==> config.mk <==
export PLATFORM = sky130hd
export DESIGN_NAME = humidity_temp_frame_decoder_flat
export DESIGN_NICKNAME = d
export VERILOG_FILES = /design/src/htfd_pkg.sv /design/src/htfd_if.sv /design/src/htfd_front.sv /design/src/htfd_queue.sv /design/src/htfd_back.sv /design/src/humidity_temp_frame_decoder.sv /design/src/flat_wrapper.sv
export SDC_FILE = /design/constraint.sdc
export NUM_CORES = 1
export LEC_CHECK = 0
export BUFFER_PORTS_ARGS = -buffer_cell sky130_fd_sc_hd__buf_4
export CORE_ASPECT_RATIO = 1.1
export CORE_MARGIN = 2
export CORE_UTILIZATION = 60
export CTS_CLUSTER_SIZE = 12
export DETAILED_ROUTE_END_ITERATION = 12
export GPL_TIMING_DRIVEN = 0
export PLACE_DENSITY = 0.79
export SYNTH_ARGS = -nofsm -noshare
export SYNTH_HDL_FRONTEND = slang
export SYNTH_SLANG_ARGS = --single-unit
==> constraint.sdc <==
create_clock -name clk_i -period 8.4 [get_ports clk_i]
set_clock_uncertainty 0.1 [all_clocks]
set_input_delay 1.68 -clock clk_i [delete_from_list [all_inputs] [get_ports clk_i]]
set_output_delay 1.68 -clock clk_i [all_outputs]
set_load 0.1 [all_outputs]
==> src/htfd_pkg.sv <==
package htfd_pkg;

  localparam int RAW_W        = 20;
  localparam int HUM_CENTI_W  = 14;
  localparam int TEMP_CENTI_W = 15;
  localparam int FRAC_BITS    = 20;

  localparam logic [7:0]              CRC_POLY    = 8'h31;
  localparam logic [7:0]              CRC_INIT    = 8'hFF;
  localparam logic [HUM_CENTI_W-1:0]  HUM_SCALE   = 14'd10000;
  localparam logic [TEMP_CENTI_W-1:0] TEMP_SCALE  = 15'd20000;
  localparam logic [TEMP_CENTI_W-1:0] TEMP_OFFSET = 15'd5000;

  typedef enum logic [1:0] {
    CRC_NOT_CHECKED = 2'd0,
    CRC_MATCH       = 2'd1,
    CRC_MISMATCH    = 2'd2
  } crc_status_e;

  // Position of the next byte within the sensor frame.
  typedef enum logic [2:0] {
    POS_STATUS   = 3'd0,
    POS_HUM_HI   = 3'd1,
    POS_HUM_MID  = 3'd2,
    POS_SPLIT    = 3'd3,
    POS_TEMP_MID = 3'd4,
    POS_TEMP_LO  = 3'd5,
    POS_CRC      = 3'd6,
    POS_DONE     = 3'd7
  } byte_pos_e;

  typedef struct packed {
    logic [RAW_W-1:0] humidity_raw;
    logic [RAW_W-1:0] temperature_raw;
    crc_status_e      crc_status;
  } frame_t;

  // CRC-8, MSB first, no final xor.
  function automatic logic [7:0] crc8_update(logic [7:0] crc, logic [7:0] b);
    logic [7:0] c;
    c = crc ^ b;
    for (int k = 0; k < 8; k++) begin
      c = c[7] ? ((c << 1) ^ CRC_POLY) : (c << 1);
    end
    return c;
  endfunction

endpackage

==> src/htfd_if.sv <==
interface htfd_byte_if;
  logic       valid;
  logic       ready;
  logic [7:0] data_byte;
  logic       frame_start;

  modport source (output valid, output data_byte, output frame_start, input ready);
  modport sink   (input valid, input data_byte, input frame_start, output ready);
endinterface

interface htfd_result_if;
  logic                                    valid;
  logic                                    ready;
  logic [htfd_pkg::RAW_W-1:0]              humidity_raw;
  logic [htfd_pkg::RAW_W-1:0]              temperature_raw;
  logic [htfd_pkg::HUM_CENTI_W-1:0]        humidity_centi;
  logic signed [htfd_pkg::TEMP_CENTI_W-1:0] temperature_centi;
  htfd_pkg::crc_status_e                   crc_status;

  modport source (output valid, output humidity_raw, output temperature_raw,
                  output humidity_centi, output temperature_centi, output crc_status,
                  input ready);
  modport sink   (input valid, input humidity_raw, input temperature_raw,
                  input humidity_centi, input temperature_centi, input crc_status,
                  output ready);
endinterface

interface htfd_cfg_if;
  logic valid;
  logic ready;
  logic crc_enable;

  modport source (output valid, output crc_enable, input ready);
  modport sink   (input valid, input crc_enable, output ready);
endinterface

==> src/htfd_front.sv <==
module htfd_front (
  input  logic              clk_i,
  input  logic              rst_ni,
  htfd_byte_if.sink         byte_i,
  htfd_cfg_if.sink          cfg_i,
  input  logic              queue_full_i,
  output logic              push_valid_o,
  output htfd_pkg::frame_t  push_data_o
);
  import htfd_pkg::*;

  logic             crc_en_q;
  byte_pos_e        pos_q, pos_d, pos_cur;
  logic [7:0]       crc_q, crc_d, crc_cur, crc_upd;
  logic [RAW_W-1:0] hum_q, hum_d, temp_q, temp_d;
  logic             accept;
  crc_status_e      status;
  logic [7:0]       b;

  assign byte_i.ready = !queue_full_i;
  assign cfg_i.ready  = 1'b1;
  assign accept       = byte_i.valid && byte_i.ready;
  assign b            = byte_i.data_byte;

  assign pos_cur = byte_i.frame_start ? POS_STATUS : pos_q;
  assign crc_cur = byte_i.frame_start ? CRC_INIT : crc_q;
  assign crc_upd = crc8_update(crc_cur, b);

  always_ff @(posedge clk_i or negedge rst_ni) begin
    if (!rst_ni) begin
      crc_en_q <= 1'b1;
    end else if (cfg_i.valid && cfg_i.ready) begin
      crc_en_q <= cfg_i.crc_enable;
    end
  end

  always_ff @(posedge clk_i or negedge rst_ni) begin
    if (!rst_ni) begin
      pos_q <= POS_STATUS;
      crc_q <= CRC_INIT;
    end else begin
      pos_q <= pos_d;
      crc_q <= crc_d;
    end
  end

  // Every raw bit is rewritten before a frame completes, so no reset or clear.
  always_ff @(posedge clk_i) begin
    hum_q  <= hum_d;
    temp_q <= temp_d;
  end

  always_comb begin
    pos_d        = pos_q;
    crc_d        = crc_q;
    hum_d        = hum_q;
    temp_d       = temp_q;
    push_valid_o = 1'b0;
    status       = CRC_NOT_CHECKED;
    if (accept) begin
      pos_d = pos_cur;
      crc_d = crc_cur;
      unique case (pos_cur)
        POS_STATUS: begin
          crc_d = crc_upd;
          pos_d = POS_HUM_HI;
        end
        POS_HUM_HI: begin
          crc_d          = crc_upd;
          hum_d[19:12]   = b;
          pos_d          = POS_HUM_MID;
        end
        POS_HUM_MID: begin
          crc_d          = crc_upd;
          hum_d[11:4]    = b;
          pos_d          = POS_SPLIT;
        end
        POS_SPLIT: begin
          crc_d          = crc_upd;
          hum_d[3:0]     = b[7:4];
          temp_d[19:16]  = b[3:0];
          pos_d          = POS_TEMP_MID;
        end
        POS_TEMP_MID: begin
          crc_d          = crc_upd;
          temp_d[15:8]   = b;
          pos_d          = POS_TEMP_LO;
        end
        POS_TEMP_LO: begin
          crc_d          = crc_upd;
          temp_d[7:0]    = b;
          if (crc_en_q) begin
            pos_d = POS_CRC;
          end else begin
            pos_d        = POS_DONE;
            push_valid_o = 1'b1;
          end
        end
        POS_CRC: begin
          pos_d        = POS_DONE;
          push_valid_o = 1'b1;
          status       = (b == crc_cur) ? CRC_MATCH : CRC_MISMATCH;
        end
        POS_DONE: begin
          // drop bytes until the next frame start
        end
        default: begin
          pos_d = POS_DONE;
        end
      endcase
    end
  end

  assign push_data_o = '{humidity_raw: hum_d, temperature_raw: temp_d, crc_status: status};

endmodule

==> src/htfd_queue.sv <==
module htfd_queue #(
  parameter int DEPTH = 2
) (
  input  logic              clk_i,
  input  logic              rst_ni,
  input  logic              push_valid_i,
  input  htfd_pkg::frame_t  push_data_i,
  output logic              full_o,
  output logic              pop_valid_o,
  input  logic              pop_ready_i,
  output htfd_pkg::frame_t  pop_data_o
);
  import htfd_pkg::*;

  localparam int PW = $clog2(DEPTH);
  localparam int CW = $clog2(DEPTH + 1);

  frame_t          entry_q [DEPTH];
  logic [PW-1:0]   wr_ptr_q, rd_ptr_q;
  logic [CW-1:0]   count_q;
  logic            push, pop;

  assign full_o      = (count_q == CW'(DEPTH));
  assign pop_valid_o = (count_q != '0);
  assign pop_data_o  = entry_q[rd_ptr_q];
  assign push        = push_valid_i && !full_o;
  assign pop         = pop_valid_o && pop_ready_i;

  always_ff @(posedge clk_i or negedge rst_ni) begin
    if (!rst_ni) begin
      wr_ptr_q <= '0;
      rd_ptr_q <= '0;
      count_q  <= '0;
    end else begin
      if (push) begin
        wr_ptr_q <= (wr_ptr_q == PW'(DEPTH - 1)) ? '0 : wr_ptr_q + 1'b1;
      end
      if (pop) begin
        rd_ptr_q <= (rd_ptr_q == PW'(DEPTH - 1)) ? '0 : rd_ptr_q + 1'b1;
      end
      count_q <= count_q + CW'(push) - CW'(pop);
    end
  end

  always_ff @(posedge clk_i) begin
    if (push) begin
      entry_q[wr_ptr_q] <= push_data_i;
    end
  end

endmodule

==> src/htfd_back.sv <==
module htfd_back (
  input  logic              clk_i,
  input  logic              rst_ni,
  input  logic              in_valid_i,
  input  htfd_pkg::frame_t  in_data_i,
  output logic              in_ready_o,
  htfd_result_if.source     result_o
);
  import htfd_pkg::*;

  localparam int HPROD_W = RAW_W + HUM_CENTI_W;
  localparam int TPROD_W = RAW_W + TEMP_CENTI_W;

  logic                       a_valid_q;
  frame_t                     a_frame_q;
  logic [HPROD_W-1:0]         a_hprod_q;
  logic [TPROD_W-1:0]         a_tprod_q;
  logic                       a_ready, load_out;

  logic                       out_valid_q;
  frame_t                     out_frame_q;
  logic [HUM_CENTI_W-1:0]     out_hum_q;
  logic [TEMP_CENTI_W-1:0]    out_temp_q;
  logic [TEMP_CENTI_W-1:0]    temp_int;

  assign load_out   = !out_valid_q || result_o.ready;
  assign a_ready    = !a_valid_q || load_out;
  assign in_ready_o = a_ready;

  // Floor of the scaled value is the top bits of the product.
  assign temp_int = a_tprod_q[TPROD_W-1 -: TEMP_CENTI_W] - TEMP_OFFSET;

  always_ff @(posedge clk_i or negedge rst_ni) begin
    if (!rst_ni) begin
      a_valid_q   <= 1'b0;
      out_valid_q <= 1'b0;
    end else begin
      if (a_ready) begin
        a_valid_q <= in_valid_i;
      end
      if (load_out) begin
        out_valid_q <= a_valid_q;
      end
    end
  end

  always_ff @(posedge clk_i) begin
    if (in_valid_i && a_ready) begin
      a_frame_q <= in_data_i;
      a_hprod_q <= HPROD_W'(in_data_i.humidity_raw) * HPROD_W'(HUM_SCALE);
      a_tprod_q <= TPROD_W'(in_data_i.temperature_raw) * TPROD_W'(TEMP_SCALE);
    end
    if (a_valid_q && load_out) begin
      out_frame_q <= a_frame_q;
      out_hum_q   <= a_hprod_q[HPROD_W-1 -: HUM_CENTI_W];
      out_temp_q  <= temp_int;
    end
  end

  assign result_o.valid             = out_valid_q;
  assign result_o.humidity_raw      = out_frame_q.humidity_raw;
  assign result_o.temperature_raw   = out_frame_q.temperature_raw;
  assign result_o.humidity_centi    = out_hum_q;
  assign result_o.temperature_centi = $signed(out_temp_q);
  assign result_o.crc_status        = out_frame_q.crc_status;

endmodule

==> src/humidity_temp_frame_decoder.sv <==
// Throughput: one byte per cycle while the frame queue has room; at most one result
//   per six (CRC off) or seven bytes. A frame enters a queue entry as its last byte
//   is accepted, then passes the multiplier register and the output register.
// The byte port stalls only when the frame queue is full, which needs a result-side stall.
// Reset (rst_ni low, asynchronous): crc_enable = 1, frame position at byte 0, CRC = 0xFF,
//   queue and pipeline empty.
module humidity_temp_frame_decoder #(
  parameter int QUEUE_DEPTH = 2
) (
  input  logic          clk_i,
  input  logic          rst_ni,
  htfd_byte_if.sink     byte_i,
  htfd_cfg_if.sink      cfg_i,
  htfd_result_if.source result_o
);
  import htfd_pkg::*;

  // Front to queue: completed frames with raw codes and CRC verdict.
  logic   push_valid;
  frame_t push_data;
  logic   queue_full;

  // Queue to back end.
  logic   pop_valid;
  logic   pop_ready;
  frame_t pop_data;

  // Front: track byte position, run the CRC, assemble raw codes, and hand a
  // finished frame to the queue in the same cycle its last byte is accepted.
  htfd_front u_front (
    .clk_i        (clk_i),
    .rst_ni       (rst_ni),
    .byte_i       (byte_i),
    .cfg_i        (cfg_i),
    .queue_full_i (queue_full),
    .push_valid_o (push_valid),
    .push_data_o  (push_data)
  );

  // Short frame queue: lets the front keep taking bytes while a result waits.
  htfd_queue #(
    .DEPTH (QUEUE_DEPTH)
  ) u_queue (
    .clk_i        (clk_i),
    .rst_ni       (rst_ni),
    .push_valid_i (push_valid),
    .push_data_i  (push_data),
    .full_o       (queue_full),
    .pop_valid_o  (pop_valid),
    .pop_ready_i  (pop_ready),
    .pop_data_o   (pop_data)
  );

  // Back end: scale to hundredths (multiply, then shift and offset) and hold
  // the result until the sink takes it.
  htfd_back u_back (
    .clk_i      (clk_i),
    .rst_ni     (rst_ni),
    .in_valid_i (pop_valid),
    .in_data_i  (pop_data),
    .in_ready_o (pop_ready),
    .result_o   (result_o)
  );

endmodule

==> src/flat_wrapper.sv <==
// flat-port wrapper written by rule: the top's interface ports become plain ports
module humidity_temp_frame_decoder_flat import htfd_pkg::*;
#(
  parameter int QUEUE_DEPTH = 2
)
  (clk_i, rst_ni, byte_i_valid, byte_i_data_byte, byte_i_frame_start, byte_i_ready, cfg_i_valid, cfg_i_crc_enable, cfg_i_ready, result_o_valid, result_o_humidity_raw, result_o_temperature_raw, result_o_humidity_centi, result_o_temperature_centi, result_o_crc_status, result_o_ready);
  htfd_byte_if byte_i_i ();
  htfd_cfg_if cfg_i_i ();
  htfd_result_if result_o_i ();
  input  logic clk_i;
  input  logic rst_ni;
  input wire logic [$bits(byte_i_i.valid)-1:0] byte_i_valid;
  input wire logic [$bits(byte_i_i.data_byte)-1:0] byte_i_data_byte;
  input wire logic [$bits(byte_i_i.frame_start)-1:0] byte_i_frame_start;
  output wire logic [$bits(byte_i_i.ready)-1:0] byte_i_ready;
  input wire logic [$bits(cfg_i_i.valid)-1:0] cfg_i_valid;
  input wire logic [$bits(cfg_i_i.crc_enable)-1:0] cfg_i_crc_enable;
  output wire logic [$bits(cfg_i_i.ready)-1:0] cfg_i_ready;
  output wire logic [$bits(result_o_i.valid)-1:0] result_o_valid;
  output wire logic [$bits(result_o_i.humidity_raw)-1:0] result_o_humidity_raw;
  output wire logic [$bits(result_o_i.temperature_raw)-1:0] result_o_temperature_raw;
  output wire logic [$bits(result_o_i.humidity_centi)-1:0] result_o_humidity_centi;
  output wire logic [$bits(result_o_i.temperature_centi)-1:0] result_o_temperature_centi;
  output wire logic [$bits(result_o_i.crc_status)-1:0] result_o_crc_status;
  input wire logic [$bits(result_o_i.ready)-1:0] result_o_ready;
  assign byte_i_i.valid = byte_i_valid;
  assign byte_i_i.data_byte = byte_i_data_byte;
  assign byte_i_i.frame_start = byte_i_frame_start;
  assign byte_i_ready = byte_i_i.ready;
  assign cfg_i_i.valid = cfg_i_valid;
  assign cfg_i_i.crc_enable = cfg_i_crc_enable;
  assign cfg_i_ready = cfg_i_i.ready;
  assign result_o_valid = result_o_i.valid;
  assign result_o_humidity_raw = result_o_i.humidity_raw;
  assign result_o_temperature_raw = result_o_i.temperature_raw;
  assign result_o_humidity_centi = result_o_i.humidity_centi;
  assign result_o_temperature_centi = result_o_i.temperature_centi;
  assign result_o_crc_status = result_o_i.crc_status;
  assign result_o_i.ready = result_o_ready;
  humidity_temp_frame_decoder #(.QUEUE_DEPTH(QUEUE_DEPTH)) u_core (.clk_i(clk_i), .rst_ni(rst_ni), .byte_i(byte_i_i), .cfg_i(cfg_i_i), .result_o(result_o_i));
endmodule
; Yosys cells after proc, flatten, opt, wreduce, memory -nomap -nowiden
; Memory sizes are Yosys's and may differ from the RTL's.
; Index checks and enable logic that the tools add are counted.
[classes]
n_addsub = 5
multipliers = 2
n_eq_ne = 8
muxes = 31
n_bitwise = 9
reduce_logical = 12
[ops]
columns = cell, count
row1 = 20-bit by 10-bit multiplier with 30-bit output (second input constant), 2
row2 = 6-bit two-way mux, 8
row3 = 8-bit two-way mux, 6
row4 = 20-bit two-way mux, 2
row5 = 3-bit NOT, 8
row6 = 3-bit one-hot mux with 7 select lines, 1
row7 = 15-bit by 13-bit subtractor with 15-bit output (second input constant), 1
row8 = 3-bit == test (second input constant), 3
row9 = 8-bit == test, 1
row10 = 4-bit two-way mux, 2
row11 = 8-bit XOR, 1
row12 = 1-bit two-way mux, 7
row13 = 3-bit by 2-bit == test with 1-bit output (second input constant), 2
row14 = 2-bit two-way mux, 3
row15 = 6-bit OR reduction, 1
row16 = 1-bit logical AND, 4
row17 = 3-bit by 1-bit == test with 1-bit output (second input constant), 1
row18 = 1-bit zero test, 3
row19 = 3-bit zero test, 1
row20 = 3-bit two-way mux, 1
row21 = 1-bit adder (second input constant), 2
row22 = 2-bit by 1-bit adder with 2-bit output, 1
row23 = 2-bit == test (second input constant), 1
row24 = 1-bit logical OR, 2
row25 = 3 further kinds, 3
[totals]
register_bits = 231
mem_bits_rw = 84
inputBits = 15
out_inout_bits = 74
word_cells = 88
memories = 1
[memory_table]
columns = memory, words, word_bits, read_ports, rd_clocked_by_memory_dff, wr, line_no
row1 = u_core.u_queue.entry_q, 2, 42, 1, 0, 1, htfd_queue.sv:18  ; frame_t entry_q [DEPTH];

; Depth between registers and ports, before layout
; Gate-level depths: netlist of the first run.
[depth]
depth_word = 19
ltp_mapped = 22
mapped_depth_nobuf = 20

; Hierarchy
; Synthesis of the first run repeated with hierarchy kept, for this count alone.
[unflattened]
cells_unflattened = 1201
area_unflattened_um2 = 16238.1
[modules_own_cells]
columns = mod, n_inst, cells_per_inst, area_each_um2, seq_area_each_um2
row1 = htfd_back, 1, 848, 10538.9, 4314.1
row2 = htfd_queue, 1, 149, 3400.8, 2622.5
row3 = htfd_front, 1, 204, 2298.5, 1112.3

; Worst setup path after synthesis of the first run
; No wires, ideal clock.
[synth_timing]
kind = input -> register
start = in result_o_ready
end = reg u_core.u_queue.count_q[1]
setup_time_ns = 0.080
arrival_ns = 6.459
required_time_ns = 8.220
slack_ns = 1.761
path_stages = 7
path_buffers = 0
path_cell_list = nor2b_1 a21oi_1 ha_1 inv_1 ha_1 xnor2_1 xnor2_1
[synth_via]
elab_chain_cells = 4
[synth_rtl]
columns = item, line_no
row1 = start: declaration, flat_wrapper.sv:25  ; input wire logic [$bits(result_o_i.ready)-1:0] result_o_ready;
row2 = 1-bit logical OR, htfd_back.sv:26  ; assign load_out = !out_valid_q || result_o.ready;
row3 = 1-bit logical OR, htfd_back.sv:27  ; assign a_ready = !a_valid_q || load_out;
row4 = 1-bit logical AND, htfd_queue.sv:27  ; assign pop = pop_valid_o && pop_ready_i;
row5 = via u_core.u_queue.pop, htfd_queue.sv:21  ; logic push, pop;
row6 = 2-bit by 1-bit subtractor with 2-bit output, htfd_queue.sv:41  ; count_q <= count_q + CW'(push) - CW'(pop);
row7 = end signal: assignment, htfd_queue.sv:41
row8 = end: declaration, htfd_queue.sv:20  ; logic [CW-1:0] count_q;
; The timed path passes the listed nets, and every way through them passes these cells.
; A chain may end at the register's enable or synchronous reset.

==> summary.txt, run 1 <==
========================================================================================================
DRC violations left                                                                                    0
Fin cells                                                                                           1696
Number of rows in the core area                                                                       62
Weighted congestion reported at the end of routability-driven placement                           0.8468
Max cap viols                                                                                          0
Total routing usage reported by global routing                                                    0.2070
Initial detailed-routing violation count                                                             363
Post-CTS clock slew at the launch and capture registers of the worst setup and hold paths        0.06 ns
Area Overhead vs Synth                                                                            13.16%
Vias in the first global route                                                                      9341
Crit path required time                                                                          8.59 ns
Final min period                                                                                6.329 ns
Synth async-reset ratio                                                                          0.06338
Critical path data arrival time                                                                  6.52 ns
Yosys warnings                                                                                         0
DR pass1 iterations                                                                                    4
Slowest cell on crit path                                                                   sky130_fd_sc_hd__buf_1
Crit Path Class                                                                               reg -> reg
Remaining antenna violation count                                                                      0
Die X-Extent                                                                                    159.4 um
DP HPWL                                                                                         20.64 mm
Mean Syn Cell Area                                                                            13.25 um^2
Worst-Skew Late Latency                                                                          0.55 ns
CP max stage delay                                                                               0.67 ns
Final Hold Viols                                                                                       0
Unrepaired setup endpoints after global routing                                                       no
Routed via count divided by cell count                                                             5.347
Post-detailed-routing wire length                                                               27.91 mm
Cell chosen for the clock root                                                              sky130_fd_sc_hd__clkbuf_16
Measured slew at the worst slew-check pin                                                       1.159 ns
Fraction of the yosys area taken by sequential cells                                              0.5053
Setup crit start kind                                                                               flop
Total Die Area                                                                              0.02787 mm^2
Outcome                                                                                     finished clean
Endpoints failing setup                                                                                0
Number of cells upsized or downsized after cts                                                         0
Main flop type after synthesis                                                              sky130_fd_sc_hd__edfxtp_1
Number of flip-flops and latches in the synthesized netlist                                          284
Post-route fraction of the period consumed by the critical path                                   0.7535
Synthesized cell area                                                                       0.01593 mm^2
Relative max-transition margin                                                                    0.2207
Total core area                                                                             0.02614 mm^2
Number of synthesized flops with an enable pin                                                       226
Max-slew violation count                                                                               0
Pin count of the biggest net entering global routing                                                  39
H-tree level count                                                                                     1
CTS tree                                                                                            done
Instance count of the mapped netlist                                                                1202
Placed Cells incl. Taps                                                                             1641
Vias post-DR                                                                                        9069
Boundary pin count                                                                                    89
Antenna violations before repair                                                                       1
Detail-routed net length per standard cell                                                      16.45 um
Buffers from clock root to sink, at most                                                               3
Num CTS Buffers                                                                                       29
Number of I/O port buffers                                                                            81
Chip Height                                                                                     174.9 um
Highest clock frequency the design can meet                                                    158.0 MHz
Synthesized net count                                                                               1471
Endpoint type of the worst setup path                                                               flop
Final global-route overflow total                                                                      0
Number of clock sinks seen by CTS                                                                    284
Count of hold buffers inserted by post-cts repair                                                      0
First-pass GRT wire length                                                                      46.35 mm
Setup fix buffers added after clock tree synthesis                                                     0
Hold/Removal Path Class                                                                       reg -> reg
Largest fanout on the critical path                                                                   10
Share of final-layout standard cells stronger than drive strength 1                               0.1526
Cell Chain, Critical Path                                                                   buf_4, buf_1, mux2i_1, inv_1, fa_1, ha_1, fa_1, ha_1, fa_1, ha_1, a2111oi_2, o21ai_1, o21ai_2, o211ai_4, a31o_4, a221oi_2, xnor2_1
Net total in the final layout                                                                       1589
Initial standard-cell utilization of the core                                                     0.6093
Unique cell type count in the Yosys netlist                                                           61
========================================================================================================
placed cells by master, fill, tap and decap left out, types with 3 or more instances in the layout:
cell | netlist | final
sky130_fd_sc_hd__edfxtp_1 | 226 | 226
sky130_fd_sc_hd__inv_1 | 211 | 211
sky130_fd_sc_hd__ha_1 | 163 | 163
sky130_fd_sc_hd__fa_1 | 91 | 91
sky130_fd_sc_hd__buf_4 | 3 | 84
sky130_fd_sc_hd__mux2_2 | 46 | 46
sky130_fd_sc_hd__a21oi_1 | 42 | 41
sky130_fd_sc_hd__xnor2_1 | 40 | 40
sky130_fd_sc_hd__dfxtp_1 | 40 | 40
sky130_fd_sc_hd__mux2i_1 | 39 | 39
sky130_fd_sc_hd__nor2_1 | 39 | 36
sky130_fd_sc_hd__nand2_1 | 30 | 30
sky130_fd_sc_hd__xor2_1 | 30 | 30
sky130_fd_sc_hd__clkbuf_1 | 16 | 30
sky130_fd_sc_hd__clkbuf_16 | 0 | 29
sky130_fd_sc_hd__o21ai_0 | 25 | 25
sky130_fd_sc_hd__a21o_1 | 21 | 21
sky130_fd_sc_hd__nand3_1 | 14 | 14
sky130_fd_sc_hd__nor3_1 | 11 | 11
sky130_fd_sc_hd__a211oi_1 | 9 | 9
sky130_fd_sc_hd__nand2b_1 | 9 | 9
sky130_fd_sc_hd__dfrtp_1 | 9 | 9
sky130_fd_sc_hd__dfstp_2 | 9 | 9
sky130_fd_sc_hd__a31oi_1 | 7 | 7
sky130_fd_sc_hd__o21a_1 | 6 | 6
sky130_fd_sc_hd__clkbuf_8 | 0 | 5
sky130_fd_sc_hd__buf_12 | 0 | 5
sky130_fd_sc_hd__buf_1 | 4 | 4
sky130_fd_sc_hd__nand4_1 | 4 | 4
sky130_fd_sc_hd__buf_2 | 4 | 4
sky130_fd_sc_hd__nor4_1 | 4 | 4
sky130_fd_sc_hd__nand3b_1 | 3 | 3
sky130_fd_sc_hd__a211o_1 | 3 | 3
sky130_fd_sc_hd__and3_1 | 3 | 3
sky130_fd_sc_hd__nor2b_1 | 3 | 3
sky130_fd_sc_hd__or3_1 | 3 | 3
sky130_fd_sc_hd__a22o_1 | 3 | 3
sky130_fd_sc_hd__nor2_4 | 0 | 3
sky130_fd_sc_hd__clkinv_2 | 0 | 3
state kept, by name, indices dropped and copies added (netlist names):
register and cells:
u_core.u_queue.count_q 2, u_core.u_back.result_o.temperature_raw 20, u_core.u_front.temp_q 20, u_core.u_queue.wr_ptr_q 1, u_core.u_front.crc_q 8, u_core.u_back.a_valid_q 1, u_core.u_front.pos_q 3, u_core.u_front.hum_q 20
u_core.u_back.result_o.humidity_centi 14, u_core.u_back.a_frame_q 42, u_core.u_back.a_tprod_q 15, u_core.u_front.crc_en_q 1, u_core.u_back.result_o.temperature_centi 15, u_core.u_queue.rd_ptr_q 1, u_core.u_back.result_o.humidity_raw 20, u_core.u_back.result_o.valid 1
u_core.u_back.a_hprod_q 14, u_core.u_queue.entry_q 84, u_core.u_back.result_o.crc_status 2
cells by family (layout without fill, tap and decap cells):
| group | count (synthesis) | in the layout | synth area share |
|---|---|---|---|
| multiplexers | 85 | 85 | 0.05703 |
| adder cells (fa/ha/maj) | 254 | 254 | 0.2424 |
| flip-flops | 284 | 284 | 0.5053 |
| AND/OR/NAND/NOR | 131 | 131 | 0.03967 |
| XOR/XNOR | 70 | 70 | 0.03849 |
| AO/OA/AOI/OAI | 139 | 139 | 0.05978 |
| buffers and inverters | 238 | 379 | 0.05710 |
| other | 1 | 2 | 0.0002354 |
worst max-delay path: cells and delay by family, from the launching register on:
| family | cells | cell delay (ns) |
|---|---|---|
| DFF | 1 | 0.35 |
| xor gates and xnor gates | 1 | 0.09 |
| buffers and inverters | 3 | 1.13 |
| muxes | 1 | 0.53 |
| adders and majority gates | 6 | 2.49 |
| AOI/OAI and AO/OA | 6 | 1.37 |
Yosys cell counts (all sizes together) (5+ instances only):
cell	n	area, um^2
a211oi	9	67.56
a21o	22	166.4
a21oi	43	219.0
a31oi	7	43.79
buf	11	57.55
clkbuf	16	60.06
dfrtp	9	225.2
dfstp	9	236.5
dfxtp	40	800.8
edfxtp	226	6787
fa	91	1822
ha	163	2039
inv	211	792.0
mux2	46	518.0
mux2i	39	390.4
nand2	30	112.6
nand2b	9	56.30
nand3	14	70.07
nor2	39	146.4
nor3	11	55.05
nor4	5	37.53
o21a	6	45.04
o21ai	27	138.9
xnor2	40	350.3
xor2	30	262.8
stage by stage:
stage	setup WS [ns]	instance area, um^2	utilization	TNS [ns]	hold WS [ns]
3_5_place_dp	2.057	17140	0.6556	0	0.3045
2_1_floorplan	1.761	15930	-	0	0.3003
6_report	2.071	18020	0.6895	0	0.3138
3_3_place_gp	-0.2361	16980	0.6494	-0.3118	0.3006
5_1_grt	1.765	18020	0.6894	0	0.3135
4_1_cts	2.024	18020	0.6894	0	0.3130
routing by layer:
layer  share of wire  track usage
met5               0            0
met2            0.51       0.3692
met3           0.041      0.03014
met1            0.42       0.2664
met4           0.022      0.05682
cell type report:
class	count	area, um^2
fillers	1805	8118
multi-input cells	680	7004
inverters	211	792.0
flip-flops and latches	284	8049
plain buffers	27	117.6
diodes	1	2.502
clock buffers	48	847.1
well taps	352	440.4
repair buffers	87	735.7
clock inverters	6	36.28
path summary, 6_finish.rpt:
kind                       slack, ns                         from                                         to  cells past startpoint
max                             2.07      u_core.u_queue.rd_ptr_q                u_core.u_back.a_tprod_q[34]                     17
min                             0.31  u_core.u_back.a_frame_q[11]  u_core.u_back.result_o.temperature_raw[9]                      0
max reg2reg                     2.07      u_core.u_queue.rd_ptr_q                u_core.u_back.a_tprod_q[34]                     17
min reg2reg                     0.31  u_core.u_back.a_frame_q[11]  u_core.u_back.result_o.temperature_raw[9]                      0
max in group asynchronous       7.03                       rst_ni                    u_core.u_front.crc_en_q                      1
min in group asynchronous       0.90                       rst_ni                    u_core.u_queue.rd_ptr_q                      1
Power of run 1 is not shown: default switching activity piles up to over one toggle a cycle in this logic, so the estimate is an artifact.
==> run 2: changes to the inputs <==
--- a/config.mk
+++ b/config.mk
@@ -5,14 +5,15 @@
 export SDC_FILE = /design/constraint.sdc
 export NUM_CORES = 1
 export LEC_CHECK = 0
+export ABC_AREA = 1
 export BUFFER_PORTS_ARGS = -buffer_cell sky130_fd_sc_hd__buf_4
 export CORE_ASPECT_RATIO = 1.1
 export CORE_MARGIN = 2
-export CORE_UTILIZATION = 60
+export CORE_UTILIZATION = 56
 export CTS_CLUSTER_SIZE = 12
 export DETAILED_ROUTE_END_ITERATION = 12
 export GPL_TIMING_DRIVEN = 0
-export PLACE_DENSITY = 0.79
+export PLACE_DENSITY = 0.77
 export SYNTH_ARGS = -nofsm -noshare
 export SYNTH_HDL_FRONTEND = slang
 export SYNTH_SLANG_ARGS = --single-unit
==> constraint.sdc (replaced) <==
create_clock -name clk_i -period 5.4 [get_ports clk_i]
set_clock_uncertainty 0.1 [all_clocks]
set_input_delay 1.08 -clock clk_i [delete_from_list [all_inputs] [get_ports clk_i]]
set_output_delay 1.08 -clock clk_i [all_outputs]
set_load 0.1 [all_outputs]
==> run 2 against run 1 <==
Effect of this change:
- cell count increased by 24%
- routed wire length increased by 19%
- flip-flop and latch count unchanged
- synthesized cell count increased by 31%
- global-route usage increased by 1.4 points
- largest cell class unchanged
==> summary.txt, run 2 <==
========================================================================================================
Outcome                                                                                     finished clean
Total core area                                                                             0.02932 mm^2   +12%
Max reg flops                                                                                         84   unchanged
Final min period                                                                                5.192 ns   -1.138 ns
Instance count of the mapped netlist                                                                1574   +31%
CTS tree                                                                                            done
Antenna violations before repair                                                                       0   -1
Synthesized cell area                                                                       0.01658 mm^2   +4.1%
Cell Chain, Critical Path                                                                   inv_2, clkbuf_4, or2_2, o21ai_2, inv_2, fa_1, ha_1, fa_1, ha_1, inv_1, fa_1, inv_1, ha_1, nand2_1, o21ai_0, a21oi_1, nand2_1, a21oi_1, inv_1, nand2_1, nand2_1
DP HPWL                                                                                         25.18 mm   +22%
Number of I/O port buffers                                                                            87   +7.4%
Num CTS Buffers                                                                                       29   unchanged
Slowest cell on crit path                                                                   sky130_fd_sc_hd__fa_1
DR pass1 iterations                                                                                    5   +1
Post-route fraction of the period consumed by the critical path                                   0.9615   +0.2080
Synthesized net count                                                                               1843   +25%
DRC violations left                                                                                    0   unchanged
Vias in the first global route                                                                     11040   +18%
Post-CTS clock slew at the launch and capture registers of the worst setup and hold paths        0.06 ns   about the same
Fillers                                                                                             2262   +25%
Routed via count divided by cell count                                                             5.246   -1.9%
Area share of and/or/nand/nor cells after synthesis                                               0.1260   +0.08631
Final standard cell area without fillers                                                    0.01895 mm^2   +5.1%
Biggest registers after layout                                                              u_core.u_queue.entry_q x84, u_core.u_back.a_frame_q x42
Synth top area cells                                                                        sky130_fd_sc_hd__edfxtp_1 (41%), sky130_fd_sc_hd__ha_1 (12%), sky130_fd_sc_hd__fa_1 (11%), sky130_fd_sc_hd__inv_1 (6.4%), sky130_fd_sc_hd__nand2_1 (6.4%)
Highest clock frequency the design can meet                                                    192.6 MHz   +22%
Number of cells on the worst reg-to-reg path                                                          21   +4
Post-synthesis cell type with the largest combined area                                     sky130_fd_sc_hd__edfxtp_1
Pin count of the biggest net entering global routing                                                  72   +85%
Diodes inserted                                                                                        0   -1
Top-count cell post-synth                                                                   sky130_fd_sc_hd__inv_1
Number of clock sinks seen by CTS                                                                    284   unchanged
Mux share of post-synthesis cell area                                                          0.0006793   -0.05635
Detail-routed net length per standard cell                                                      15.86 um   -3.6%
Share of final-layout standard cells stronger than drive strength 1                               0.1634   +0.01074
Area fraction of the dominant cell type after synthesis                                           0.4094   -0.01663
Unrepaired setup endpoints after global routing                                                      yes
Most common cell on crit path                                                               sky130_fd_sc_hd__nand2_1
Die X-Extent                                                                                    168.0 um   +5.5%
Net total in the final layout                                                                       1973   +24%
Chip Height                                                                                     184.4 um   +5.5%
Worst-Skew Late Latency                                                                          0.57 ns   +0.02 ns
Commonest non-fill, non-tap cells in the layout                                             sky130_fd_sc_hd__nand2_1 (280), sky130_fd_sc_hd__inv_1 (268), sky130_fd_sc_hd__edfxtp_1 (226)
Endpoints failing setup                                                                                0   unchanged
First-pass GRT wire length                                                                      54.35 mm   +17%
Number of flip-flops and latches in the synthesized netlist                                          284   unchanged
Buf/Inv on CP                                                                                          6   +3
Area Overhead vs Synth                                                                            14.31%
Critical path data arrival time                                                                  5.41 ns   -1.11 ns
Setup crit start kind                                                                               flop
Remaining antenna violation count                                                                      0   unchanged
Combinational family with the most area after synthesis                                      adder cells
Max cap viols                                                                                          0   unchanged
Worst Hold Slack                                                                               0.2857 ns   -0.02808 ns
Count of hold buffers inserted by post-cts repair                                                      0   unchanged
Main flop type after synthesis                                                              sky130_fd_sc_hd__edfxtp_1
Measured slew at the worst slew-check pin                                                      0.8505 ns   -0.3087 ns
H-tree level count                                                                                     1   unchanged
Final Hold Viols                                                                                       0   unchanged
Total routing usage reported by global routing                                                    0.2212   +0.01413
Synth Area in Adders                                                                              0.2329   -0.009460
Post-synthesis compound-gate area fraction                                                       0.06612   +0.006348
Unique cell type count in the Yosys netlist                                                           43   -30%
Most common library cell in the layout ignoring fill and taps                               sky130_fd_sc_hd__nand2_1
Endpoint type of the worst setup path                                                               flop
Yosys warnings                                                                                         0   unchanged
Vias post-DR                                                                                       11020   +21%
Initial detailed-routing violation count                                                             673   +85%
CP delay by family, top                                                                      adder cells
Buffers from clock root to sink, at most                                                               3   unchanged
Xor and xnor area share after synthesis                                                          0.01729   -0.02120
Initial standard-cell utilization of the core                                                     0.5654   -0.04388
Final global-route overflow total                                                                      0   unchanged
Cell chosen for the clock root                                                              sky130_fd_sc_hd__clkbuf_16
CP max stage delay                                                                               0.50 ns   -0.17 ns
Most numerous cell types in the synthesized netlist                                         sky130_fd_sc_hd__inv_1 (283), sky130_fd_sc_hd__nand2_1 (282), sky130_fd_sc_hd__edfxtp_1 (226)
Hold/Removal Path Class                                                                      in -> async
Crit path required time                                                                          5.62 ns   -2.97 ns
Largest fanout on the critical path                                                                   10   unchanged
Crit Path Class                                                                               reg -> reg
Number of rows in the core area                                                                       66   +6.5%
Placed inst area                                                                            0.01784 mm^2   +4.1%
Synth async-reset ratio                                                                          0.06338   unchanged
Max-slew violation count                                                                               0   unchanged
Total Die Area                                                                              0.03099 mm^2   +11%
Post-detailed-routing wire length                                                               33.31 mm   +19%
Weighted congestion reported at the end of routability-driven placement                           0.8775   +3.6%
Number of synthesized flops with an enable pin                                                       226   unchanged
Mean Syn Cell Area                                                                            10.53 um^2   -21%
Stages on worst setup path                                                                            21   +4
Boundary pin count                                                                                    89   unchanged
Most flops, register                                                                        u_core.u_queue.entry_q
Relative max-transition margin                                                                    0.4317   +0.2110
Fraction of the yosys area taken by sequential cells                                              0.4856   -0.01972
========================================================================================================
-- run 2: cell families after synthesis --
logic type,count (synthesis)
xor gates and xnor gates,31
DFF,284
AOI/OAI and AO/OA,207
adders and majority gates,254
other,1
and+or+nand+nor,487
muxes,1
buffers and inverters,309
-- run 2: timing repair --
item / CTS / global route
resized for setup: 39 / 70
pin swaps: 0 / 2
setup buffers: 0 / 7
setup endpoints to repair: 29 / 29
-- run 2: worst register-to-register path, cell delays in order (launching register included) --
cell and delay, ns:
sky130_fd_sc_hd__dfrtp_2 0.46, sky130_fd_sc_hd__inv_2 0.12, sky130_fd_sc_hd__clkbuf_4 0.21, sky130_fd_sc_hd__or2_2 0.30
sky130_fd_sc_hd__o21ai_2 0.16, sky130_fd_sc_hd__inv_2 0.12, sky130_fd_sc_hd__fa_1 0.48, sky130_fd_sc_hd__ha_1 0.31
sky130_fd_sc_hd__fa_1 0.49, sky130_fd_sc_hd__ha_1 0.29, sky130_fd_sc_hd__inv_1 0.05, sky130_fd_sc_hd__fa_1 0.50
sky130_fd_sc_hd__inv_1 0.04, sky130_fd_sc_hd__ha_1 0.37, sky130_fd_sc_hd__nand2_1 0.17, sky130_fd_sc_hd__o21ai_0 0.11
sky130_fd_sc_hd__a21oi_1 0.18, sky130_fd_sc_hd__nand2_1 0.12, sky130_fd_sc_hd__a21oi_1 0.20, sky130_fd_sc_hd__inv_1 0.06
sky130_fd_sc_hd__nand2_1 0.06, sky130_fd_sc_hd__nand2_1 0.05
-- run 2: metal layers --
| metal | vias to the layer above | GRT usage | wire [um] |
|---|---|---|---|
| met4 | 0 | 0.05391 | 555 |
| met1 | 5321 | 0.2788 | 14330 |
| li1 | 5437 | - | - |
| met2 | 219 | 0.4078 | 17160 |
| met5 | - | 0 | 0 |
| met3 | 39 | 0.02598 | 1274 |
-- run 2: final cells by class --
type,instances,area [um^2],area share
clock inverters,6,33.78,0.001783
inverters,293,1102,0.05817
plain buffers,16,100.1,0.005283
well taps,374,467.9,0.02470
clock buffers,47,823.3,0.04345
repair buffers,99,820.8,0.04332
flip-flops and latches,284,8050,0.4249
multi-input cells,981,7550,0.3984
-- run 2: final timing paths --
path	startpoint	end	slack [ns]
worst max-delay path	u_core.u_queue.rd_ptr_q	u_core.u_back.a_tprod_q[31]	0.21
worst max register to register	u_core.u_queue.rd_ptr_q	u_core.u_back.a_tprod_q[31]	0.21
max in group asynchronous	rst_ni	u_core.u_front.crc_q[5]	4.65
worst min-delay path	rst_ni	u_core.u_queue.rd_ptr_q	0.29
min in group clk_i	u_core.u_back.a_hprod_q[32]	u_core.u_back.result_o.humidity_centi[12]	0.31
worst min register to register	u_core.u_back.a_hprod_q[32]	u_core.u_back.result_o.humidity_centi[12]	0.31
-- run 2: metrics by stage --
| step | setup slack (ns) | util | setup TNS, ns | std cells |
|---|---|---|---|---|
| 3_3_place_gp | -1.623 | 0.6037 | -124.51 | 2035 |
| 5_1_grt | -0.03364 | 0.6464 | -0.1228 | 2100 |
| 4_1_cts | 0.004075 | 0.6394 | 0 | 2093 |
| 2_1_floorplan | 0.2115 | - | 0 | 1574 |
| 3_5_place_dp | -0.5833 | 0.6086 | -9.578 | 2040 |
| 6_report | 0.2081 | 0.6464 | 0 | 2100 |
Power of run 2 is left out for the same reason.
